--- src/rtl/avfc_pkg.sv ---
// Shared types, widths, codes and reset values of the audio frame viseme classifier.
`default_nettype none

package avfc_pkg;

    // Field and accumulator widths
    localparam int SAMPLE_W   = 16;
    localparam int MAGN_W     = 16;
    localparam int COUNT_W    = 13;
    localparam int SQ_SUM_W   = 43;
    localparam int MAG_SUM_W  = 28;
    localparam int IW_SUM_W   = 40;
    localparam int LEVEL_W    = 15;
    localparam int LIMIT_W    = 16;
    localparam int GAIN_W     = 4;
    localparam int WEIGHT_W   = 16;
    localparam int VISEME_W   = 3;
    localparam int SQ_PROD_W  = 2 * MAGN_W - 1;
    localparam int IW_PROD_W  = MAGN_W + COUNT_W;

    // Stream and configuration port widths
    localparam int IN_TDATA_W  = 16;
    localparam int OUT_TDATA_W = 24;
    localparam int CFG_IDX_W   = 3;
    localparam int CFG_DATA_W  = 16;

    // Frame math
    localparam int NM_W        = COUNT_W + MAG_SUM_W;
    localparam int PROD_W      = LIMIT_W + NM_W;
    localparam int FRAC_SHIFT  = 16;
    localparam int ROOT_W      = 16;
    localparam int RAD_W       = 2 * ROOT_W;
    localparam int SREM_W      = ROOT_W + 2;
    localparam int DIV_STEPS   = SQ_SUM_W;
    localparam int SQRT_STEPS  = ROOT_W;
    localparam int STEP_CNT_W  = 6;
    localparam int TEST_CNT    = 4;
    localparam int TEST_W      = 2;
    localparam int GAIN_PROD_W = GAIN_W + ROOT_W;
    localparam int WEIGHT_ONE  = 32768;

    // Defaults of the top-level parameters
    localparam int FRAME_MAX_DEF   = 1024;
    localparam int QUEUE_DEPTH_DEF = 4;

    // Register reset values
    localparam logic [LEVEL_W-1:0] SILENCE_LEVEL_RST  = 15'd328;
    localparam logic [LIMIT_W-1:0] LIMIT_OPEN_RST     = 16'd13107;
    localparam logic [LIMIT_W-1:0] LIMIT_MID_RST      = 16'd22938;
    localparam logic [LIMIT_W-1:0] LIMIT_ROUND_RST    = 16'd29491;
    localparam logic [LIMIT_W-1:0] CROSSING_LIMIT_RST = 16'd26214;
    localparam logic [GAIN_W-1:0]  WEIGHT_GAIN_RST    = 4'd5;

    // Register indexes
    typedef enum logic [CFG_IDX_W-1:0] {
        CFG_SILENCE_LEVEL  = 3'd0,
        CFG_LIMIT_OPEN     = 3'd1,
        CFG_LIMIT_MID      = 3'd2,
        CFG_LIMIT_ROUND    = 3'd3,
        CFG_CROSSING_LIMIT = 3'd4,
        CFG_WEIGHT_GAIN    = 3'd5
    } t_cfg_index;

    // Result classes
    typedef enum logic [VISEME_W-1:0] {
        VIS_SILENCE = 3'd0,
        VIS_AA      = 3'd1,
        VIS_E       = 3'd2,
        VIS_O       = 3'd3,
        VIS_SS      = 3'd4,
        VIS_I       = 3'd5
    } t_viseme;

    // Classification tests in evaluation order
    typedef enum logic [TEST_W-1:0] {
        TST_OPEN     = 2'd0,
        TST_MID      = 2'd1,
        TST_ROUND    = 2'd2,
        TST_CROSSING = 2'd3
    } t_test;

    // Configuration registers
    typedef struct packed {
        logic [LEVEL_W-1:0] silence_level;
        logic [LIMIT_W-1:0] limit_open;
        logic [LIMIT_W-1:0] limit_mid;
        logic [LIMIT_W-1:0] limit_round;
        logic [LIMIT_W-1:0] crossing_limit;
        logic [GAIN_W-1:0]  weight_gain;
    } t_cfg;

    // Totals of one closed frame
    typedef struct packed {
        logic [COUNT_W-1:0]   n;
        logic [SQ_SUM_W-1:0]  sq_sum;
        logic [MAG_SUM_W-1:0] mag_sum;
        logic [IW_SUM_W-1:0]  iw_sum;
        logic [COUNT_W-1:0]   cross_count;
    } t_frame_sum;

    // Frame math sequencer states
    typedef enum logic [2:0] {
        ST_IDLE,
        ST_DIV,
        ST_SQRT,
        ST_NM,
        ST_MULT,
        ST_TEST,
        ST_FINAL
    } t_back_state;

endpackage

`default_nettype wire

--- src/rtl/avfc_queue.sv ---
// Small queue of closed-frame totals between the front end and the frame math.
`default_nettype none

module avfc_queue #(
    parameter int QUEUE_DEPTH = avfc_pkg::QUEUE_DEPTH_DEF
) (
    input  wire logic                                 i_clk,
    input  wire logic                                 i_rst_n,
    input  wire logic                                 i_push,
    input  wire avfc_pkg::t_frame_sum                 i_data,
    input  wire logic                                 i_pop,
    output avfc_pkg::t_frame_sum                      o_data,
    output logic                                      o_empty,
    output logic [$clog2(QUEUE_DEPTH+1)-1:0]          o_count
);
    import avfc_pkg::*;

    localparam int QCNT_W = $clog2(QUEUE_DEPTH + 1);
    localparam int PTR_W  = (QUEUE_DEPTH > 1) ? $clog2(QUEUE_DEPTH) : 1;

    t_frame_sum        r_slot [QUEUE_DEPTH];
    logic [PTR_W-1:0]  r_wr_ptr;
    logic [PTR_W-1:0]  r_rd_ptr;
    logic [QCNT_W-1:0] r_count;

    // Slot storage
    always_ff @(posedge i_clk) begin
        if (i_push) begin
            r_slot[r_wr_ptr] <= i_data;
        end
    end

    // Pointers and fill count
    always_ff @(posedge i_clk) begin
        if (!i_rst_n) begin
            r_wr_ptr <= '0;
            r_rd_ptr <= '0;
            r_count  <= '0;
        end else begin
            if (i_push) begin
                r_wr_ptr <= (r_wr_ptr == PTR_W'(QUEUE_DEPTH - 1)) ? '0 : r_wr_ptr + PTR_W'(1);
            end
            if (i_pop) begin
                r_rd_ptr <= (r_rd_ptr == PTR_W'(QUEUE_DEPTH - 1)) ? '0 : r_rd_ptr + PTR_W'(1);
            end
            r_count <= r_count + QCNT_W'(i_push) - QCNT_W'(i_pop);
        end
    end

    assign o_data  = r_slot[r_rd_ptr];
    assign o_empty = (r_count == '0);
    assign o_count = r_count;

`ifndef NO_ASSERTIONS
    // The front end's slot reservation must keep a push away from a full queue.
    a_no_overflow: assert property (@(posedge i_clk) disable iff (!i_rst_n)
        i_push |-> (r_count < QCNT_W'(QUEUE_DEPTH)))
        else $error("frame queue pushed while full");

    // The sequencer takes an entry only when one is there.
    a_no_underflow: assert property (@(posedge i_clk) disable iff (!i_rst_n)
        i_pop |-> (r_count != '0))
        else $error("frame queue popped while empty");
`endif

endmodule

`default_nettype wire

--- config.mk ---
export PLATFORM = sky130hd
export DESIGN_NAME = avfc_queue
export DESIGN_NICKNAME = d
export VERILOG_FILES = /design/src/rtl/avfc_pkg.sv /design/src/rtl/avfc_queue.sv
export SDC_FILE = /design/constraint.sdc
export NUM_CORES = 1
export LEC_CHECK = 0
export ABC_AREA = 1
export ABC_CLOCK_PERIOD_IN_PS = 3800
export BUFFER_PORTS_ARGS = -buffer_cell sky130_fd_sc_hd__buf_4
export CORE_MARGIN = 4
export CORE_UTILIZATION = 35
export CTS_CLUSTER_DIAMETER = 200
export CTS_CLUSTER_SIZE = 30
export DETAILED_ROUTE_END_ITERATION = 8
export PLACE_DENSITY = 0.61
export SYNTH_ARGS = -nofsm -noshare
export SYNTH_HDL_FRONTEND = slang
export SYNTH_SLANG_ARGS = --single-unit
--- constraint.sdc ---
create_clock -name i_clk -period 3.8 [get_ports i_clk]
set_clock_uncertainty 0.1 [all_clocks]
set_input_delay 0.57 -clock i_clk [delete_from_list [all_inputs] [get_ports i_clk]]
set_output_delay 0.57 -clock i_clk [all_outputs]
set_load 0.05 [all_outputs]
==> results.ini <==
[yosys]
syn_area_sq_um = 22000
yosys_warnings = 0
synth_nets = 1805
synth-seq-area-share = 0.755
ys_ff_latch = 557
syn-instance-count = 1656
synth_cell_type_count = 17
syn_avg_cell_area_sq_um = 13.3

[clocking]
cts_setup_buffers = 0
root_buffer = clkbuf_16
htree_levels = 1
clk_latency_ns = 0.55
cts_inserted_buffers = 22
cts_tree = yes
postCtsHoldBufs = 0
cts_sinks = 557
cts.repair.resized = 0
cts_max_path_buffers = 3
clk_pin_slew_ns = 0.11

[setup_path]
worstSetupEndpointType = output port
path_class = flop to output port
path_cells = buf_12, a21oi_1, o21ai_1, nand2_1, buf_4
worst-path-buf-inv = 2
max_stage_delay_ns = 0.68
crit_fanout = 122
crit_arrival_ns = 2.33
start_kind = flop
crit_slowest_cell = dfxtp_4
required_ns = 3.13
critPathTopFamily = flip-flops

[power]
ir_drop_uv = 337
p_leak_nw = 9.75
power_density_nw_per_um2 = 476

[global_routing]
grt_pass1_wl_microns = 68800
grt_antenna_before_repair = 3
grt_max_degree = 123
grt_usage = 0.129
grt_pass1_vias = 12200
grt_overflow_total = 0

[routing]
dr.pass1.iters = 5
wl_per_cell_microns = 16.4
final_antenna_net_count = 0
drt_iter0_drc = 801
viasPerCell = 4.58
wl_met3_microns = 2740
topRoutingLayerUsed = met5
finalWirelength_microns = 45200
route.detailed.drc = 0
route.met2.wl_microns = 22800
wl_met1_microns = 18900
vias = 12600

[hold_path]
hold_class = primary input to flop

[final_layout]
drive_above_1_share = 0.183
layout_commonest_cell = edfxtp_1
syn2layout_area_growth_pct = 16.6
fillers = 5665
final_cell_mix = 548 x edfxtp_1, 301 x buf_4, 285 x inv_1
fin_cells = 2756
multi_input_comb_area_sq_um = 3640
fin_util = 0.414
nets = 2058
seq_area_sq_um = 16600

[timing]
setup_viol = 0
fin_crit_sh = 0.789
final-max-slew-violation-count = 0
max_freq_mhz = 333
hold_viol = 0
fin_ws_ns = 0.801
relSlewSlack = 0.462
worst_pin_slew_ns = 0.805
tns_ns = 0
fin_crit_ns = 3.00
rsz0062_at_grt = false
fin_hold_ws_ns = 0.0953

[outcome]
outcome = finished, final reports clean

[placement]
io_buffers = 281
dp_cells = 2722
dpl.hpwl_microns = 28500
routabilityCongestion = 0.753
pre_cts_ws_ns = 1.38

[floorplanning]
start_util = 0.355
die-area_sq_um = 67100
die_x_microns = 259
die_h_microns = 259
ios = 282
rows = 91
coreArea_sq_um = 62100

[flow_run]
cap_violations = 0

## metal layers
layer / global-route usage / vias to the layer above
met5: 0 / -
met2: 0.230 / 224
met1: 0.161 / 6129
li1: - / 6227
met4: 0.0247 / 2
met3: 0.0308 / 38
## per-stage QoR
step | area [sq um] | total power [W]
5_1_grt | 25700 | 0.0128
4_1_cts | 25700 | 0.0124
3_5_place_dp | 25100 | 0.00958
3_3_place_gp | 25100 | 0.00954
6_report | 25700 | 0.0122
2_1_floorplan | 22100 | 0.00877
## registers in the layout, summed over array words and instances, names as in the netlist, named ones only
name,cells
r_slot,548
o_count,3
r_rd_ptr,2
r_wr_ptr,2
## logic make-up after synthesis
| logic type | Yosys count | synth area share |
|---|---|---|
| compound gates | 417 | 0.110 |
| fa+ha+maj | 8 | 0.00488 |
| buf+inv | 380 | 0.0800 |
| flops | 557 | 0.755 |
| simple gates | 294 | 0.0501 |
## synthesized netlist by cell type
| cell | n | area (sq um) |
|---|---|---|
| nand3_1 | 1 | 5.00 |
| nor2_1 | 9 | 33.8 |
| nand2_1 | 284 | 1070 |
| buf_2 | 34 | 170 |
| clkbuf_1 | 2 | 7.51 |
| buf_6 | 31 | 349 |
| o21ai_1 | 120 | 601 |
| fa_1 | 1 | 20.0 |
| inv_1 | 289 | 1080 |
| edfxtp_1 | 548 | 16500 |
| o21ai_0 | 20 | 100 |
| a21oi_1 | 140 | 701 |
| clkbuf_2 | 11 | 55.1 |
| o211ai_1 | 137 | 1030 |
| dfxtp_1 | 9 | 180 |
| buf_4 | 13 | 97.6 |
| ha_1 | 7 | 87.6 |
## worst paths after layout
check	from	to	slack, ns	depth (start not counted)
max	flop	o_data[81]	0.80	5
min reg2reg	r_rd_ptr[0]	flop	0.41	2
max reg2reg	r_wr_ptr[0]	r_slot[0][79]	1.45	5
min	i_data[135]	r_slot[2][135]	0.1	1
## worst register-to-register path, stage by stage, from the launching register on
cell	delay, ns
dfxtp_1	0.40
inv_1	0.10
ha_1	0.21
nand2_1	0.11
clkinvlp_4	0.65
buf_12	0.48
## power by group
group          total (W)  internal [W]  switching [W]
registers        0.00712       0.00703      0.0000921
clock network    0.00284       0.00113        0.00171
logic            0.00228      0.000663        0.00162
## layout make-up
class / instances / area share
tap: 837 / 0.0407
sequential: 557 / 0.648
inverter: 289 / 0.0428
timing repair buffer: 320 / 0.103
clock inverter: 1 / 0.000633
antenna: 2 / 0.000195
multi-input combinational: 719 / 0.142
clock buffer: 31 / 0.0236
Note: power is estimated with default switching activity, not from simulation.
