===== src/rtl/avfc_pkg.sv =====
// Shared types, widths, codes and reset values of the audio frame viseme classifier.
`default_nettype none

package avfc_pkg;

    // Field and accumulator widths
    localparam int SAMPLE_W   = 16;
    localparam int MAGN_W     = 16;
    localparam int COUNT_W    = 13;
    localparam int SQ_SUM_W   = 43;
    localparam int MAG_SUM_W  = 28;
    localparam int IW_SUM_W   = 40;
    localparam int LEVEL_W    = 15;
    localparam int LIMIT_W    = 16;
    localparam int GAIN_W     = 4;
    localparam int WEIGHT_W   = 16;
    localparam int VISEME_W   = 3;
    localparam int SQ_PROD_W  = 2 * MAGN_W - 1;
    localparam int IW_PROD_W  = MAGN_W + COUNT_W;

    // Stream and configuration port widths
    localparam int IN_TDATA_W  = 16;
    localparam int OUT_TDATA_W = 24;
    localparam int CFG_IDX_W   = 3;
    localparam int CFG_DATA_W  = 16;

    // Frame math
    localparam int NM_W        = COUNT_W + MAG_SUM_W;
    localparam int PROD_W      = LIMIT_W + NM_W;
    localparam int FRAC_SHIFT  = 16;
    localparam int ROOT_W      = 16;
    localparam int RAD_W       = 2 * ROOT_W;
    localparam int SREM_W      = ROOT_W + 2;
    localparam int DIV_STEPS   = SQ_SUM_W;
    localparam int SQRT_STEPS  = ROOT_W;
    localparam int STEP_CNT_W  = 6;
    localparam int TEST_CNT    = 4;
    localparam int TEST_W      = 2;
    localparam int GAIN_PROD_W = GAIN_W + ROOT_W;
    localparam int WEIGHT_ONE  = 32768;

    // Defaults of the top-level parameters
    localparam int FRAME_MAX_DEF   = 1024;
    localparam int QUEUE_DEPTH_DEF = 4;

    // Register reset values
    localparam logic [LEVEL_W-1:0] SILENCE_LEVEL_RST  = 15'd328;
    localparam logic [LIMIT_W-1:0] LIMIT_OPEN_RST     = 16'd13107;
    localparam logic [LIMIT_W-1:0] LIMIT_MID_RST      = 16'd22938;
    localparam logic [LIMIT_W-1:0] LIMIT_ROUND_RST    = 16'd29491;
    localparam logic [LIMIT_W-1:0] CROSSING_LIMIT_RST = 16'd26214;
    localparam logic [GAIN_W-1:0]  WEIGHT_GAIN_RST    = 4'd5;

    // Register indexes
    typedef enum logic [CFG_IDX_W-1:0] {
        CFG_SILENCE_LEVEL  = 3'd0,
        CFG_LIMIT_OPEN     = 3'd1,
        CFG_LIMIT_MID      = 3'd2,
        CFG_LIMIT_ROUND    = 3'd3,
        CFG_CROSSING_LIMIT = 3'd4,
        CFG_WEIGHT_GAIN    = 3'd5
    } t_cfg_index;

    // Result classes
    typedef enum logic [VISEME_W-1:0] {
        VIS_SILENCE = 3'd0,
        VIS_AA      = 3'd1,
        VIS_E       = 3'd2,
        VIS_O       = 3'd3,
        VIS_SS      = 3'd4,
        VIS_I       = 3'd5
    } t_viseme;

    // Classification tests in evaluation order
    typedef enum logic [TEST_W-1:0] {
        TST_OPEN     = 2'd0,
        TST_MID      = 2'd1,
        TST_ROUND    = 2'd2,
        TST_CROSSING = 2'd3
    } t_test;

    // Configuration registers
    typedef struct packed {
        logic [LEVEL_W-1:0] silence_level;
        logic [LIMIT_W-1:0] limit_open;
        logic [LIMIT_W-1:0] limit_mid;
        logic [LIMIT_W-1:0] limit_round;
        logic [LIMIT_W-1:0] crossing_limit;
        logic [GAIN_W-1:0]  weight_gain;
    } t_cfg;

    // Totals of one closed frame
    typedef struct packed {
        logic [COUNT_W-1:0]   n;
        logic [SQ_SUM_W-1:0]  sq_sum;
        logic [MAG_SUM_W-1:0] mag_sum;
        logic [IW_SUM_W-1:0]  iw_sum;
        logic [COUNT_W-1:0]   cross_count;
    } t_frame_sum;

    // Frame math sequencer states
    typedef enum logic [2:0] {
        ST_IDLE,
        ST_DIV,
        ST_SQRT,
        ST_NM,
        ST_MULT,
        ST_TEST,
        ST_FINAL
    } t_back_state;

endpackage

`default_nettype wire


===== src/rtl/avfc_front.sv =====
// Front end: per-sample accumulation of frame statistics, one sample per cycle while the frame queue has room.
`default_nettype none

module avfc_front #(
    parameter int FRAME_MAX   = avfc_pkg::FRAME_MAX_DEF,
    parameter int QUEUE_DEPTH = avfc_pkg::QUEUE_DEPTH_DEF
) (
    input  wire logic                                  i_clk,
    input  wire logic                                  i_rst_n,
    input  wire logic                                  i_valid,
    output logic                                       o_ready,
    input  wire logic signed [avfc_pkg::SAMPLE_W-1:0]  i_sample,
    input  wire logic                                  i_last,
    input  wire logic [$clog2(QUEUE_DEPTH+1)-1:0]      i_queue_count,
    output logic                                       o_push,
    output avfc_pkg::t_frame_sum                       o_sum
);
    import avfc_pkg::*;

    localparam int QCNT_W = $clog2(QUEUE_DEPTH + 1);

    logic                 w_accept;
    logic                 w_close;
    logic                 w_cross;
    logic [MAGN_W-1:0]    w_mag;
    logic [QCNT_W:0]      w_pending;

    logic [COUNT_W-1:0]   r_count;
    logic [SAMPLE_W-1:0]  r_prev;

    logic                 r_s1_valid;
    logic                 r_s1_close;
    logic                 r_s1_cross;
    logic [MAGN_W-1:0]    r_s1_mag;
    logic [COUNT_W-1:0]   r_s1_idx;

    logic                 r_s2_valid;
    logic                 r_s2_close;
    logic                 r_s2_cross;
    logic [MAGN_W-1:0]    r_s2_mag;
    logic [SQ_PROD_W-1:0] r_s2_sq;
    logic [IW_PROD_W-1:0] r_s2_iw;
    logic [COUNT_W-1:0]   r_s2_idx;

    logic [SQ_SUM_W-1:0]  r_sq_sum;
    logic [MAG_SUM_W-1:0] r_mag_sum;
    logic [IW_SUM_W-1:0]  r_iw_sum;
    logic [COUNT_W-1:0]   r_cross_count;

    logic [SQ_SUM_W-1:0]  n_sq_sum;
    logic [MAG_SUM_W-1:0] n_mag_sum;
    logic [IW_SUM_W-1:0]  n_iw_sum;
    logic [COUNT_W-1:0]   n_cross_count;

    // Hold off input while every queue slot is taken or claimed by a closing frame in flight.
    assign w_pending = (QCNT_W+1)'(i_queue_count) + (QCNT_W+1)'(r_s1_close)
                     + (QCNT_W+1)'(r_s2_close);
    assign o_ready   = (w_pending < (QCNT_W+1)'(QUEUE_DEPTH));
    assign w_accept  = i_valid && o_ready;

    // Magnitude, sign change against the previous sample, and frame close.
    assign w_mag   = i_sample[SAMPLE_W-1] ? MAGN_W'($unsigned(-i_sample))
                                          : MAGN_W'($unsigned(i_sample));
    assign w_cross = (r_count != '0)
                  && ((r_prev[SAMPLE_W-1] && !i_sample[SAMPLE_W-1] && (i_sample != '0))
                   || (!r_prev[SAMPLE_W-1] && (r_prev != '0) && i_sample[SAMPLE_W-1]));
    assign w_close = i_last || (r_count == COUNT_W'(FRAME_MAX - 1));

    // Sample index within the frame and the previous sample.
    always_ff @(posedge i_clk) begin
        if (!i_rst_n) begin
            r_count <= '0;
            r_prev  <= '0;
        end else if (w_accept) begin
            r_count <= w_close ? '0 : r_count + COUNT_W'(1);
            r_prev  <= i_sample;
        end
    end

    // Stage one: register the per-sample terms.
    always_ff @(posedge i_clk) begin
        if (!i_rst_n) begin
            r_s1_valid <= 1'b0;
            r_s1_close <= 1'b0;
        end else begin
            r_s1_valid <= w_accept;
            r_s1_close <= w_accept && w_close;
        end
    end

    always_ff @(posedge i_clk) begin
        r_s1_cross <= w_cross;
        r_s1_mag   <= w_mag;
        r_s1_idx   <= r_count;
    end

    // Stage two: square and index-weighted products.
    always_ff @(posedge i_clk) begin
        if (!i_rst_n) begin
            r_s2_valid <= 1'b0;
            r_s2_close <= 1'b0;
        end else begin
            r_s2_valid <= r_s1_valid;
            r_s2_close <= r_s1_close;
        end
    end

    always_ff @(posedge i_clk) begin
        r_s2_cross <= r_s1_cross;
        r_s2_mag   <= r_s1_mag;
        r_s2_sq    <= SQ_PROD_W'(r_s1_mag * r_s1_mag);
        r_s2_iw    <= r_s1_mag * r_s1_idx;
        r_s2_idx   <= r_s1_idx;
    end

    // Running totals including the beat in stage two.
    assign n_sq_sum      = r_sq_sum + SQ_SUM_W'(r_s2_sq);
    assign n_mag_sum     = r_mag_sum + MAG_SUM_W'(r_s2_mag);
    assign n_iw_sum      = r_iw_sum + IW_SUM_W'(r_s2_iw);
    assign n_cross_count = r_cross_count + COUNT_W'(r_s2_cross);

    always_ff @(posedge i_clk) begin
        if (!i_rst_n) begin
            r_sq_sum      <= '0;
            r_mag_sum     <= '0;
            r_iw_sum      <= '0;
            r_cross_count <= '0;
        end else if (r_s2_valid) begin
            if (r_s2_close) begin
                r_sq_sum      <= '0;
                r_mag_sum     <= '0;
                r_iw_sum      <= '0;
                r_cross_count <= '0;
            end else begin
                r_sq_sum      <= n_sq_sum;
                r_mag_sum     <= n_mag_sum;
                r_iw_sum      <= n_iw_sum;
                r_cross_count <= n_cross_count;
            end
        end
    end

    // Closed frame totals go to the queue.
    assign o_push              = r_s2_close;
    assign o_sum.n             = r_s2_idx + COUNT_W'(1);
    assign o_sum.sq_sum        = n_sq_sum;
    assign o_sum.mag_sum       = n_mag_sum;
    assign o_sum.iw_sum        = n_iw_sum;
    assign o_sum.cross_count   = n_cross_count;

endmodule

`default_nettype wire


===== config.mk =====
export PLATFORM = sky130hd
export DESIGN_NAME = avfc_front
export DESIGN_NICKNAME = d
export VERILOG_FILES = /design/src/rtl/avfc_pkg.sv /design/src/rtl/avfc_front.sv
export SDC_FILE = /design/constraint.sdc
export NUM_CORES = 1
export LEC_CHECK = 0
export BUFFER_PORTS_ARGS = -buffer_cell sky130_fd_sc_hd__clkbuf_2
export CORE_ASPECT_RATIO = 1.2
export CORE_UTILIZATION = 30
export CTS_CLUSTER_SIZE = 20
export DETAILED_ROUTE_END_ITERATION = 10
export PLACE_DENSITY = 0.5
export SETUP_SLACK_MARGIN = 0.1
export SYNTH_ARGS = -nofsm -noshare
export SYNTH_HDL_FRONTEND = slang
export SYNTH_SLANG_ARGS = --single-unit

===== constraint.sdc =====
create_clock -name i_clk -period 8.5 [get_ports i_clk]
set_input_delay 0.425 -clock i_clk [delete_from_list [all_inputs] [get_ports i_clk]]
set_output_delay 0.425 -clock i_clk [all_outputs]
set_load 0.05 [all_outputs]

==> PnR_summary.wiki <==
{| class="wikitable"
! Metric !! Value
|-
| Worst VDD drop || 508 uV
|-
| Sink of the worst hold path || r_s1_mag[0]
|-
| Average wire length per cell after detail routing || 17.0 um
|-
| Initial antenna violation count || 1
|-
| Total number of yosys warnings || 0
|-
| Synth top cells by count || 450 x inv_1, 329 x nand2_1, 319 x fa_1, 275 x dfxtp_1, 257 x ha_1
|-
| XOR/XNOR Fraction of Synth Area || 0.0685
|-
| Average cell area after synthesis || 8.95 sq um
|-
| Dominant register cell in the synthesized netlist || dfxtp_1
|-
| Async SR Flop Fraction || 0
|-
| Count of buffers added by post-CTS timing repair for setup || 0
|-
| Synthesized-area fraction occupied by adder cells || 0.353
|-
| Starting utilization of the core area || 0.304
|-
| Endpoint type of the worst setup path || flop
|-
| Simple-gate share of the synthesized area || 0.156
|-
| Number of hold violations in the final report || 0
|-
| Global routing usage summed across all routing layers || 0.163
|-
| Gp weighted congestion || 0.827
|-
| Hold path start || i_sample[0]
|-
| Maximum level of the CTS H-tree || 2
|-
| Die height || 332 um
|-
| Site Rows || 120
|-
| Sequential-to-total area share from yosys stat || 0.202
|-
| Power density normalized to cell area || 336 nW/um^2
|-
| Post-DP HPWL || 56,000 um
|-
| Cell with the biggest individual delay on the critical path || dfxtp_1
|-
| Fill cell count || 9,363
|-
| Largest fanout on the critical path || 16
|-
| Number of buffers added on ports || 161
|-
| Area growth syn-to-layout || 11.7%
|-
| Top routing layer in use || met4
|-
| Vias per std cell || 4.77
|-
| Setup repair after global routing missed its margin || false
|-
| Share of synthesized area spent on multiplexers || 0.00262
|-
| Post-CTS clock slew at the launch and capture registers of the worst setup and hold paths || 0.06 ns
|-
| Fraction of post-synthesis cell area in the top cell type by area || 0.235
|-
| Number of enable flip-flop cells after synthesis || 0
|-
| Share of the clock period used by the worst path after layout || 0.782
|-
| Most common cell in the synthesized netlist || inv_1
|-
| Main combinational cell family by area after synthesis || adder cells
|-
| Vias || 20.6k
|-
| Time the final worst path needs with I/O delays and setup || 6.65 ns
|-
| Most numerous cell on the critical path || fa_1
|-
| Crit path depth || 21
|-
| Non-filler instance count after layout || 4,322
|-
| Worst reg2reg path depth || 21
|-
| Via count of the first global-routing pass || 21.3k
|-
| Leading post-synthesis cells by cell area || fa_1 23%, dfxtp_1 20%, ha_1 12%, inv_1 6.2%, xnor2_1 4.7%
|-
| Cells resized by post-CTS repair || 0
|-
| Start-to-end type of the worst setup path || flop to flop
|-
| Maximum number of pins on one net before global-route repair || 80
|-
| Hold Path Stages || 1
|-
| Buf/Inv on CP || 4
|-
| Die Area || 92,000 sq um
|-
| Peak Freq || 150 MHz
|-
| Die extent in x || 277 um
|-
| Synthesized-area fraction occupied by ao, oa, aoi and oai cells || 0.137
|-
| Max-cap check violation count || 0
|-
| Type of the most critical hold path || input port to flop
|-
| Sum of met2 wire segment lengths after detailed routing || 36,500 um
|-
| Router iterations before antenna repair || 5
|-
| Fin nets || 3,738
|-
| Worst path required time || 9.00 ns
|-
| Number of sinks driven by the clock tree || 275
|-
| Worst hold slack || 0.0601 ns
|-
| Number of setup violations in the final report || 0
|-
| Count of mapped cells out of synthesis || 3,041
|-
| Routed length on met1 || 32,600 um
|-
| Launching element type of the critical path || flop
|-
| Remaining antenna violation count || 0
|-
| CP top delay family || adder cells
|-
| Total core area || 89,600 sq um
|-
| Flip-flop and latch area || 5510 sq um
|-
| Standby leakage power || 0.0151 uW
|-
| Worst Skew || 0.0256 ns
|-
| Synth Cell Area || 27,200 sq um
|-
| Transition time of the tightest slew-check pin || 1.07 ns
|-
| Slew HR || 0.286
|-
| Wire length reported by the detailed router || 73,300 um
|-
| Arrival time at the worst endpoint || 7.15 ns
|-
| Crit-path cells || buf_4, nand2_1, fa_1, fa_1, inv_1, fa_1, fa_1, fa_1, inv_1, fa_1, inv_1, ha_1, a21o_1, a21o_1, a21o_1, a31oi_1, a31oi_1, a31oi_1, o21bai_1, a21oi_1, xnor2_1
|-
| Count of hold-fix buffers inserted at cts || 0
|-
| Met3 routed WL || 2310 um
|-
| CTS Buf Count || 36
|-
| Longest Clk Path Bufs || 3
|-
| Delay of the slowest cell on the worst path || 0.73 ns
|-
| Cell type contributing the most total cell area after synthesis || fa_1
|-
| Synth Register Bits || 275
|-
| FF-to-FF setup slack || 1.85 ns
|-
| Number of pins exceeding their max-slew limit in the final report || 0
|-
| Netlist cell types || 85
|-
| I/O Pins || 162
|-
| Overflow after GRT || 0
|-
| Wire length of the first global-routing pass || 119,000 um
|-
| Capturing point of the worst reg2reg path || r_s2_sq[27]
|-
| R2r startpoint || r_s1_mag[2]
|-
| Clock tree from TritonCTS || done
|-
| Drt initial violations || 909
|-
| Count of inserted antenna diode cells || 0
|-
| Number of remaining DRC errors || 0
|-
| TNS Setup || 0 ns
|-
| Synthesized net count || 3,640
|-
| Fraction of final layout cells sized beyond drive strength 1 || 0.0920
|-
| Cell Count Post-Placement || 4,260
|-
| Clock root buffer || clkbuf_16
|-
| Status || finished, final reports clean
|-
| Multi-input logic area || 19,500 sq um
|-
| Worst skew pair latency || 0.58 ns
|}
[through the flow]
stage / worst slack (ns) / util / total power [uW] / cell area (sq um)
floorplan: 2.35 / - / 7040 / 27200
global placement: 1.93 / 0.325 / 8730 / 29200
detailed placement: 1.85 / 0.325 / 8770 / 29200
CTS: 1.82 / 0.339 / 10500 / 30400
global route: 1.40 / 0.339 / 11400 / 30400
finish: 1.85 / 0.339 / 10200 / 30400
[cell type report]
| cell class | instances | area share |
|---|---|---|
| multi-input cells | 2188 | 0.642 |
| flip-flops and latches | 275 | 0.181 |
| inverters | 450 | 0.0555 |
| well taps | 1159 | 0.0477 |
| clock buffers | 47 | 0.0350 |
| repair buffers | 188 | 0.0332 |
| clock inverters | 15 | 0.00584 |
[cell families after synthesis]
group                    after synthesis
AO/OA/AOI/OAI                        534
XOR/XNOR                             213
adder cells (fa/ha/maj)              576
buffers and inverters                578
flip-flops                           275
multiplexers                           7
AND/OR/NAND/NOR                      858
[worst max-delay path by stage]
| stage | startpoint | end | slack (ns) |
|---|---|---|---|
| 3_5_place_dp | r_s1_mag[2] | r_s2_sq[29] | 1.85 |
| 3_3_place_gp | r_s1_mag[8] | r_s2_sq[30] | 1.93 |
| 5_1_grt | r_s1_mag[2] | r_s2_sq[29] | 1.40 |
| 2_1_floorplan | r_s1_mag[1] | r_s2_sq[30] | 2.35 |
| 4_1_cts | r_s1_mag[2] | r_s2_sq[29] | 1.82 |
| 6_report | r_s1_mag[2] | r_s2_sq[27] | 1.85 |
[cells in the final DEF, fill, tap and decap left out, types with 37 or more instances in the layout]
master / instances
inv_1: 449
nand2_1: 329
fa_1: 319
dfxtp_1: 274
ha_1: 257
clkbuf_2: 160
and2_1: 156
xnor2_1: 146
a21oi_1: 126
nor2_1: 120
nor2b_1: 86
xor2_1: 67
a21o_1: 65
o21ai_0: 62
a22oi_1: 51
clkbuf_16: 38
and3_1: 37
[sequential cells by signal, indices dropped and copies added (netlist names), 15 cells and up]
signal and count:
r_s2_mag 15, r_mag_sum 28, r_sq_sum 43, r_s1_mag 16
r_prev 16, r_s2_sq 30, r_iw_sum 40, r_s2_iw 29
[power breakdown]
part | total, uW | internal (uW) | switching (uW) | leakage [uW]
logic | 7010 | 2820 | 4190 | 0.0122
registers | 1610 | 1510 | 103 | 0.00224
clock network | 1620 | 976 | 641 | 0.000613
total | 10200 | 5300 | 4930 | 0.0151
[metal layers]
metal,up-vias,global-route usage
li1,10100,-
met1,10200,0.205
met2,313,0.288
met3,77,0.0210
met4,0,0.0459
met5,-,0
No activity file was read; power rests on OpenSTA's default activity.
