<file path="src/rtl/avfc_pkg.sv">
// Shared types, widths, codes and reset values of the audio frame viseme classifier.
`default_nettype none

package avfc_pkg;

    // Field and accumulator widths
    localparam int SAMPLE_W   = 16;
    localparam int MAGN_W     = 16;
    localparam int COUNT_W    = 13;
    localparam int SQ_SUM_W   = 43;
    localparam int MAG_SUM_W  = 28;
    localparam int IW_SUM_W   = 40;
    localparam int LEVEL_W    = 15;
    localparam int LIMIT_W    = 16;
    localparam int GAIN_W     = 4;
    localparam int WEIGHT_W   = 16;
    localparam int VISEME_W   = 3;
    localparam int SQ_PROD_W  = 2 * MAGN_W - 1;
    localparam int IW_PROD_W  = MAGN_W + COUNT_W;

    // Stream and configuration port widths
    localparam int IN_TDATA_W  = 16;
    localparam int OUT_TDATA_W = 24;
    localparam int CFG_IDX_W   = 3;
    localparam int CFG_DATA_W  = 16;

    // Frame math
    localparam int NM_W        = COUNT_W + MAG_SUM_W;
    localparam int PROD_W      = LIMIT_W + NM_W;
    localparam int FRAC_SHIFT  = 16;
    localparam int ROOT_W      = 16;
    localparam int RAD_W       = 2 * ROOT_W;
    localparam int SREM_W      = ROOT_W + 2;
    localparam int DIV_STEPS   = SQ_SUM_W;
    localparam int SQRT_STEPS  = ROOT_W;
    localparam int STEP_CNT_W  = 6;
    localparam int TEST_CNT    = 4;
    localparam int TEST_W      = 2;
    localparam int GAIN_PROD_W = GAIN_W + ROOT_W;
    localparam int WEIGHT_ONE  = 32768;

    // Defaults of the top-level parameters
    localparam int FRAME_MAX_DEF   = 1024;
    localparam int QUEUE_DEPTH_DEF = 4;

    // Register reset values
    localparam logic [LEVEL_W-1:0] SILENCE_LEVEL_RST  = 15'd328;
    localparam logic [LIMIT_W-1:0] LIMIT_OPEN_RST     = 16'd13107;
    localparam logic [LIMIT_W-1:0] LIMIT_MID_RST      = 16'd22938;
    localparam logic [LIMIT_W-1:0] LIMIT_ROUND_RST    = 16'd29491;
    localparam logic [LIMIT_W-1:0] CROSSING_LIMIT_RST = 16'd26214;
    localparam logic [GAIN_W-1:0]  WEIGHT_GAIN_RST    = 4'd5;

    // Register indexes
    typedef enum logic [CFG_IDX_W-1:0] {
        CFG_SILENCE_LEVEL  = 3'd0,
        CFG_LIMIT_OPEN     = 3'd1,
        CFG_LIMIT_MID      = 3'd2,
        CFG_LIMIT_ROUND    = 3'd3,
        CFG_CROSSING_LIMIT = 3'd4,
        CFG_WEIGHT_GAIN    = 3'd5
    } t_cfg_index;

    // Result classes
    typedef enum logic [VISEME_W-1:0] {
        VIS_SILENCE = 3'd0,
        VIS_AA      = 3'd1,
        VIS_E       = 3'd2,
        VIS_O       = 3'd3,
        VIS_SS      = 3'd4,
        VIS_I       = 3'd5
    } t_viseme;

    // Classification tests in evaluation order
    typedef enum logic [TEST_W-1:0] {
        TST_OPEN     = 2'd0,
        TST_MID      = 2'd1,
        TST_ROUND    = 2'd2,
        TST_CROSSING = 2'd3
    } t_test;

    // Configuration registers
    typedef struct packed {
        logic [LEVEL_W-1:0] silence_level;
        logic [LIMIT_W-1:0] limit_open;
        logic [LIMIT_W-1:0] limit_mid;
        logic [LIMIT_W-1:0] limit_round;
        logic [LIMIT_W-1:0] crossing_limit;
        logic [GAIN_W-1:0]  weight_gain;
    } t_cfg;

    // Totals of one closed frame
    typedef struct packed {
        logic [COUNT_W-1:0]   n;
        logic [SQ_SUM_W-1:0]  sq_sum;
        logic [MAG_SUM_W-1:0] mag_sum;
        logic [IW_SUM_W-1:0]  iw_sum;
        logic [COUNT_W-1:0]   cross_count;
    } t_frame_sum;

    // Frame math sequencer states
    typedef enum logic [2:0] {
        ST_IDLE,
        ST_DIV,
        ST_SQRT,
        ST_NM,
        ST_MULT,
        ST_TEST,
        ST_FINAL
    } t_back_state;

endpackage

`default_nettype wire

</file>
<file path="src/rtl/avfc_back.sv">
// Frame math: mean square by division, integer root, centroid and crossing tests, result.
`default_nettype none

module avfc_back (
    input  wire logic                                 i_clk,
    input  wire logic                                 i_rst_n,
    input  wire avfc_pkg::t_cfg                       i_cfg,
    input  wire avfc_pkg::t_frame_sum                 i_sum,
    input  wire logic                                 i_empty,
    output logic                                      o_pop,
    output logic                                      o_valid,
    input  wire logic                                 i_ready,
    output logic [avfc_pkg::VISEME_W-1:0]             o_viseme,
    output logic [avfc_pkg::WEIGHT_W-1:0]             o_weight
);
    import avfc_pkg::*;

    t_back_state              r_state;
    t_back_state              n_state;
    logic [STEP_CNT_W-1:0]    r_cnt;
    logic [TEST_W-1:0]        r_step;

    logic [COUNT_W-1:0]       r_n;
    logic [MAG_SUM_W-1:0]     r_mag;
    logic [IW_SUM_W-1:0]      r_iw;
    logic [COUNT_W-1:0]       r_cc;
    logic [SQ_SUM_W-1:0]      r_div;
    logic [COUNT_W-1:0]       r_rem;
    logic [RAD_W-1:0]         r_rad;
    logic [SREM_W-1:0]        r_srem;
    logic [ROOT_W-1:0]        r_root;
    logic [NM_W-1:0]          r_nm;
    logic [PROD_W-1:0]        r_prod;
    logic [TEST_CNT-1:0]      r_hits;

    logic                     r_out_valid;
    logic [VISEME_W-1:0]      r_viseme;
    logic [WEIGHT_W-1:0]      r_weight;

    logic                     w_out_free;
    logic                     w_out_load;
    logic                     w_div_last;
    logic                     w_sqrt_last;

    logic [COUNT_W:0]         w_rem_sh;
    logic                     w_div_ge;
    logic [COUNT_W-1:0]       w_rem_next;
    logic [SQ_SUM_W-1:0]      w_div_next;

    logic [SREM_W+1:0]        w_srem_sh;
    logic [SREM_W+1:0]        w_trial;
    logic                     w_sqrt_ge;

    logic [LIMIT_W-1:0]       w_mul_a;
    logic [NM_W-1:0]          w_mul_b;
    logic                     w_hit;

    logic                     w_silent;
    logic [GAIN_PROD_W-1:0]   w_gain_prod;
    logic [WEIGHT_W-1:0]      w_weight;
    logic [VISEME_W-1:0]      w_viseme;

    assign w_out_free  = !r_out_valid || i_ready;
    assign w_div_last  = (r_cnt == STEP_CNT_W'(DIV_STEPS - 1));
    assign w_sqrt_last = (r_cnt == STEP_CNT_W'(SQRT_STEPS - 1));

    // Next state
    always_comb begin
        n_state = r_state;
        case (r_state)
            ST_IDLE:  if (!i_empty)   n_state = ST_DIV;
            ST_DIV:   if (w_div_last) n_state = ST_SQRT;
            ST_SQRT:  if (w_sqrt_last) n_state = ST_NM;
            ST_NM:    n_state = ST_MULT;
            ST_MULT:  n_state = ST_TEST;
            ST_TEST:  n_state = (r_step == TST_CROSSING) ? ST_FINAL : ST_MULT;
            ST_FINAL: if (w_out_free) n_state = ST_IDLE;
            default:  n_state = ST_IDLE;
        endcase
    end

    // Sequencer outputs
    always_comb begin
        o_pop      = 1'b0;
        w_out_load = 1'b0;
        case (r_state)
            ST_IDLE:  o_pop      = !i_empty;
            ST_FINAL: w_out_load = w_out_free;
            default: begin
                o_pop      = 1'b0;
                w_out_load = 1'b0;
            end
        endcase
    end

    // Control registers
    always_ff @(posedge i_clk) begin
        if (!i_rst_n) begin
            r_state     <= ST_IDLE;
            r_cnt       <= '0;
            r_step      <= '0;
            r_out_valid <= 1'b0;
        end else begin
            r_state <= n_state;
            case (r_state)
                ST_IDLE: r_cnt  <= '0;
                ST_DIV:  r_cnt  <= w_div_last ? '0 : r_cnt + STEP_CNT_W'(1);
                ST_SQRT: r_cnt  <= r_cnt + STEP_CNT_W'(1);
                ST_NM:   r_step <= TST_OPEN;
                ST_TEST: r_step <= r_step + TEST_W'(1);
                default: r_cnt  <= r_cnt;
            endcase
            if (w_out_load) begin
                r_out_valid <= 1'b1;
            end else if (i_ready) begin
                r_out_valid <= 1'b0;
            end
        end
    end

    // One quotient bit per cycle of square_sum / n.
    assign w_rem_sh   = {r_rem, r_div[SQ_SUM_W-1]};
    assign w_div_ge   = (w_rem_sh >= {1'b0, r_n});
    assign w_rem_next = w_div_ge ? COUNT_W'(w_rem_sh - {1'b0, r_n}) : w_rem_sh[COUNT_W-1:0];
    assign w_div_next = {r_div[SQ_SUM_W-2:0], w_div_ge};

    // One root bit per cycle of the mean square.
    assign w_srem_sh = {r_srem, r_rad[RAD_W-1 -: 2]};
    assign w_trial   = {2'b00, r_root, 2'b01};
    assign w_sqrt_ge = (w_srem_sh >= w_trial);

    // Shared limit multiplier: three centroid limits, then the crossing limit.
    always_comb begin
        case (r_step)
            TST_OPEN:  w_mul_a = i_cfg.limit_open;
            TST_MID:   w_mul_a = i_cfg.limit_mid;
            TST_ROUND: w_mul_a = i_cfg.limit_round;
            default:   w_mul_a = i_cfg.crossing_limit;
        endcase
    end
    assign w_mul_b = (r_step == TST_CROSSING) ? NM_W'(r_n - COUNT_W'(1)) : r_nm;

    // A frame of all-zero magnitudes has centroid zero: below any nonzero limit.
    always_comb begin
        if (r_step == TST_CROSSING) begin
            w_hit = (PROD_W'({r_cc, {FRAC_SHIFT{1'b0}}}) > r_prod);
        end else if (r_mag == '0) begin
            w_hit = (w_mul_a != '0);
        end else begin
            w_hit = (PROD_W'({r_iw, {FRAC_SHIFT{1'b0}}}) < r_prod);
        end
    end

    // Class and weight.
    assign w_silent    = (r_root < ROOT_W'(i_cfg.silence_level));
    assign w_gain_prod = i_cfg.weight_gain * r_root;
    always_comb begin
        if (w_gain_prod > GAIN_PROD_W'(WEIGHT_ONE)) begin
            w_weight = WEIGHT_W'(WEIGHT_ONE);
        end else begin
            w_weight = w_gain_prod[WEIGHT_W-1:0];
        end
        if (w_silent) begin
            w_viseme = VIS_SILENCE;
            w_weight = '0;
        end else if (r_hits[TST_OPEN]) begin
            w_viseme = VIS_AA;
        end else if (r_hits[TST_MID]) begin
            w_viseme = VIS_E;
        end else if (r_hits[TST_ROUND]) begin
            w_viseme = VIS_O;
        end else if (r_hits[TST_CROSSING]) begin
            w_viseme = VIS_SS;
        end else begin
            w_viseme = VIS_I;
        end
    end

    // Datapath registers
    always_ff @(posedge i_clk) begin
        case (r_state)
            ST_IDLE: begin
                if (o_pop) begin
                    r_n   <= i_sum.n;
                    r_mag <= i_sum.mag_sum;
                    r_iw  <= i_sum.iw_sum;
                    r_cc  <= i_sum.cross_count;
                    r_div <= i_sum.sq_sum;
                    r_rem <= '0;
                end
            end
            ST_DIV: begin
                r_div <= w_div_next;
                r_rem <= w_rem_next;
                if (w_div_last) begin
                    r_rad  <= w_div_next[RAD_W-1:0];
                    r_srem <= '0;
                    r_root <= '0;
                end
            end
            ST_SQRT: begin
                r_rad  <= {r_rad[RAD_W-3:0], 2'b00};
                r_srem <= w_sqrt_ge ? SREM_W'(w_srem_sh - w_trial) : SREM_W'(w_srem_sh);
                r_root <= {r_root[ROOT_W-2:0], w_sqrt_ge};
            end
            ST_NM:   r_nm   <= r_n * r_mag;
            ST_MULT: r_prod <= w_mul_a * w_mul_b;
            ST_TEST: r_hits[r_step] <= w_hit;
            default: r_prod <= r_prod;
        endcase
    end

    // Output register
    always_ff @(posedge i_clk) begin
        if (w_out_load) begin
            r_viseme <= w_viseme;
            r_weight <= w_weight;
        end
    end

    assign o_valid  = r_out_valid;
    assign o_viseme = r_viseme;
    assign o_weight = r_weight;

`ifndef NO_ASSERTIONS
    // The front end never closes an empty frame, so the divisor is never zero.
    a_divisor_nonzero: assert property (@(posedge i_clk) disable iff (!i_rst_n)
        (r_state == ST_DIV) |-> (r_n != '0))
        else $error("frame divide started with zero sample count");

    // Loading a result returns the sequencer to idle with the result shown.
    a_load_shows: assert property (@(posedge i_clk) disable iff (!i_rst_n)
        w_out_load |=> (r_out_valid && (r_state == ST_IDLE)))
        else $error("result load did not reach the output register");

    // A silent result carries no weight, and no weight exceeds one.
    a_weight_range: assert property (@(posedge i_clk) disable iff (!i_rst_n)
        r_out_valid |-> ((r_weight <= WEIGHT_W'(WEIGHT_ONE))
                      && ((r_viseme != VIS_SILENCE) || (r_weight == '0))))
        else $error("result weight out of range");
`endif

endmodule

`default_nettype wire

</file>
<file path="config.mk">
export PLATFORM = sky130hd
export DESIGN_NAME = avfc_back
export DESIGN_NICKNAME = d
export VERILOG_FILES = /design/src/rtl/avfc_pkg.sv /design/src/rtl/avfc_back.sv
export SDC_FILE = /design/constraint.sdc
export NUM_CORES = 2
export LEC_CHECK = 0
export BUFFER_PORTS_ARGS = -buffer_cell sky130_fd_sc_hd__buf_2
export CAP_MARGIN = 20
export CORE_ASPECT_RATIO = 0.8
export CORE_MARGIN = 5
export CORE_UTILIZATION = 34
export CTS_CLUSTER_DIAMETER = 120
export DETAILED_ROUTE_END_ITERATION = 7
export HOLD_SLACK_MARGIN = 0.06
export PLACE_DENSITY_LB_ADDON = 0.25
export SYNTH_ARGS = -nofsm -noshare
export SYNTH_HDL_FRONTEND = slang
export SYNTH_SLANG_ARGS = --single-unit
</file>
<file path="constraint.sdc">
create_clock -name i_clk -period 10.75 [get_ports i_clk]
set_clock_uncertainty 0.05 [all_clocks]
set_input_delay 0.5375 -clock i_clk [delete_from_list [all_inputs] [get_ports i_clk]]
set_output_delay 0.5375 -clock i_clk [all_outputs]
set_load 0.02 [all_outputs]
</file>
==> run_results.csv <==
group,metric,value,unit
status,status,"finished clean",
run,drv_cap,0,
critical_path,required,11050,ps
critical_path,crit_family,"adder cells",
cts,root_buffer,"clkbuf_16",
cells_and_area,final_common_cell,"inv_1",
timing,slew_headroom,24.07,%
floorplanning,floorplan.initialDensity,34.21,%
timing,max_slew.worst_pin.slew,1115,ps
timing,post-route-period-util,86.81,%
routing,via_per_inst,4.970,
synth,synth_edf_count,337,
routing,drt_first_pass_iters,7,
cts,cts_buffer_depth,3,
synth,synth_nets,6659,
timing,setup_tns,0,ps
cells_and_area,post-route-util,38.33,%
power_and_ir_drop,p_per_area,289.7,mW/mm^2
critical_path,cp_slowest_stage_delay,820,ps
power_and_ir_drop,leakagePower,0.02631,uW
timing,setup_viol,0,
synth,synth-simple-area-share,14.84,%
critical_path,cp-end-kind,"flip-flop",
cells_and_area,area_delta_synth_final,12.04,%
timing,period_minus_slack,9332,ps
floorplanning,fp-row-count,125,
floorplanning,die_area,0.1540,mm^2
floorplanning,core,0.1453,mm^2
critical_path,r2r_setup_slack,1420,ps
global_routing,track_usage,18.52,%
synth,synth_fa_ha_area_share,43.26,%
floorplanning,die_h,352.0,um
global_routing,antenna_found_initial,4,
critical_path,worst-path-stages,28,
cts,path_clk_slew,70,ps
global_routing,overflow,0,
cts,cts_tree,"yes",
global_routing,grt_pass1_vias,38160,
min_path,hp-class,"in -> reg",
place,dp_hpwl,113800,um
timing,hold_viol,0,
floorplanning,die_w,437.5,um
min_path,holdPathStages,1,
synth,synthCells,5232,
synth,ys_async_sr_fraction,0,%
cells_and_area,finalNetCount,6892,
timing,max_freq,107.2,MHz
place,port_buffers,244,
cells_and_area,mostFrequentLayoutCells,"965 x inv_1, 935 x nand2_1, 859 x fa_1, 346 x nor2_1, 343 x ha_1",
cts,numCtsBuffers,45,
synth,ys_warn_count,0,
routing,remaining_drc_errors,0,
routing,drt_first_iter_violations,2593,
global_routing,grt_pass1_wl,225100,um
timing,rsz0062_at_grt,"no",
critical_path,ff2ff_path_depth,28,
synth,avgSynthCellArea,9.499,um^2
timing,hold_slack,123.3,ps
critical_path,critPathBufInv,6,
routing,drtAntennaViolNets,0,
critical_path,slowest_stage,"o41ai_4",
cts,post_cts_buffers,0,
critical_path,cp_common_cell,"fa_1",
cts,htreeDepth,2,
routing,via_count,36820,
synth,synth-xor-area-share,2.432,%
cts,worstSkewPairLatency,620,ps
timing,report.final.slew_viol_count,0,
critical_path,crit_fanout,32,
power_and_ir_drop,finalPower,16130,uW
critical_path,crit_path_start_kind,"flip-flop",
synth,yosys_register_bits,349,
synth,synth.distinct_cells,82,
cells_and_area,final_cells,7408,
cells_and_area,drive_gt1_share,9.000,%
place,dp.cells,7229,
synth,syn-cell-area,0.04970,mm^2
critical_path,cp_data_arrival_time,9630,ps
synth,synth_top_family_by_area,"adder cells",
critical_path,criticalPathCategory,"reg -> reg",
floorplanning,pin_count,245,
synth,synth_mux_area_share,2.175,%
routing,drt_wl_total,143800,um
synth,synth_compound_area_share,7.437,%
cts,cts_resized,0,
power_and_ir_drop,vdd_drop_max,0.4179,mV
synth,yosysSeqAreaShare,20.84,%
global_routing,grt_max_degree,64,
routing,wl_per_cell,19.41,um
cts,cts.sinks,349,
place,gp_congestion,0.9063,
synth,synth_flop_cell,"edfxtp_1",
[flip-flops by register name, summed over array words and instances, names as in the netlist, 4 cells and up]
| name | cells |
|---|---|
| r_rad | 32 |
| r_div | 43 |
| r_hits | 4 |
| r_rem | 13 |
| r_iw | 40 |
| r_cc | 13 |
| r_n | 13 |
| r_mag | 28 |
| o_weight | 16 |
| r_nm | 41 |
| r_cnt | 6 |
| r_root | 16 |
| r_prod | 57 |
| r_srem | 18 |
[metal layers]
metal	GRT usage (%)	routed length, um	up-vias
met4	4.973	3508	4
met3	3.752	10470	182
met2	27.72	62290	1104
met5	0	25	-
li1	-	-	16910
met1	27.30	67500	18620
[area by class of cell]
type,instances,area [um^2]
Timing Repair Buffer,405,2675
Clock buffer,46,1130
Antenna cell,3,7.507
Fill cell,14460,89610
Sequential cell,349,10360
Inverter,966,3628
Tap cell,1905,2384
Clock inverter,36,516.7
Multi-Input combinational cell,3698,34980
[worst paths after layout]
| path | start | to |
|---|---|---|
| worst max-delay path | r_n[3]$_DFFE_PP_ | r_prod[36]$_DFFE_PP_ |
| worst min register to register | r_rad[17]$_DFFE_PP_ | r_rad[19]$_DFFE_PP_ |
| worst min-delay path | i_sum[128] | r_n[4]$_DFFE_PP_ |
| worst max register to register | r_n[3]$_DFFE_PP_ | r_prod[36]$_DFFE_PP_ |
[synthesized netlist by cell type (5+ instances only)]
| library cell | count | share of area, % |
|---|---|---|
| nor3b_1 | 5 | 0.076 |
| and4_1 | 8 | 0.14 |
| ha_1 | 344 | 8.7 |
| edfxtp_1 | 337 | 20 |
| nand4_1 | 40 | 0.50 |
| a211oi_1 | 24 | 0.36 |
| o21a_1 | 53 | 0.80 |
| xnor2_1 | 87 | 1.5 |
| mux2_2 | 56 | 1.3 |
| o21bai_1 | 28 | 0.42 |
| fa_1 | 859 | 35 |
| clkbuf_1 | 190 | 1.4 |
| nor2b_1 | 31 | 0.39 |
| a21oi_1 | 152 | 1.5 |
| or2_2 | 6 | 0.076 |
| a21boi_0 | 9 | 0.14 |
| a31oi_1 | 17 | 0.21 |
| a311oi_1 | 6 | 0.11 |
| and3_1 | 12 | 0.15 |
| nor2_1 | 348 | 2.6 |
| mux2i_1 | 45 | 0.91 |
| or3_1 | 5 | 0.063 |
| nor4_1 | 33 | 0.42 |
| nand2b_1 | 12 | 0.15 |
| nor3_1 | 38 | 0.38 |
| and2_1 | 172 | 2.2 |
| o21ai_0 | 89 | 0.90 |
| a21o_1 | 76 | 1.1 |
| o211ai_1 | 10 | 0.15 |
| nand3_1 | 34 | 0.34 |
| dfxtp_1 | 12 | 0.48 |
| o31ai_1 | 5 | 0.076 |
| nand2_1 | 937 | 7.1 |
| buf_1 | 14 | 0.11 |
| buf_2 | 12 | 0.12 |
| a22oi_1 | 16 | 0.24 |
| inv_1 | 966 | 7.3 |
| xor2_1 | 51 | 0.90 |
| o21ai_1 | 11 | 0.11 |
[timing repair]
item,CTS,global route
setup endpoints to repair,0,0
hold buffers,92,0
endpoints found under the hold margin,92,0
[logic make-up after synthesis]
| group | count (synthesis) |
|---|---|
| compound gates | 559 |
| xor+xnor | 138 |
| fa+ha+maj | 1203 |
| buf+inv | 1185 |
| flops | 349 |
| mux | 101 |
| simple gates | 1697 |
[per-stage QoR]
| step | area, um^2 | worst slack (ps) |
|---|---|---|
| floorplan | 49700 | 2757 |
| global placement | 53060 | 1667 |
| detailed placement | 53080 | 1492 |
| CTS | 55650 | 1469 |
| global route | 55680 | 773.5 |
| finish | 55680 | 1418 |
[report_power, final]
| group | internal (uW) | leakage (uW) | switching [uW] |
|---|---|---|---|
| clock | 1000 | 0.000783 | 673 |
| sequential | 2170 | 0.00331 | 71.0 |
| combinational | 4870 | 0.0222 | 7350 |
| total | 8040 | 0.0263 | 8090 |
Power figures use the tool's default switching activity.
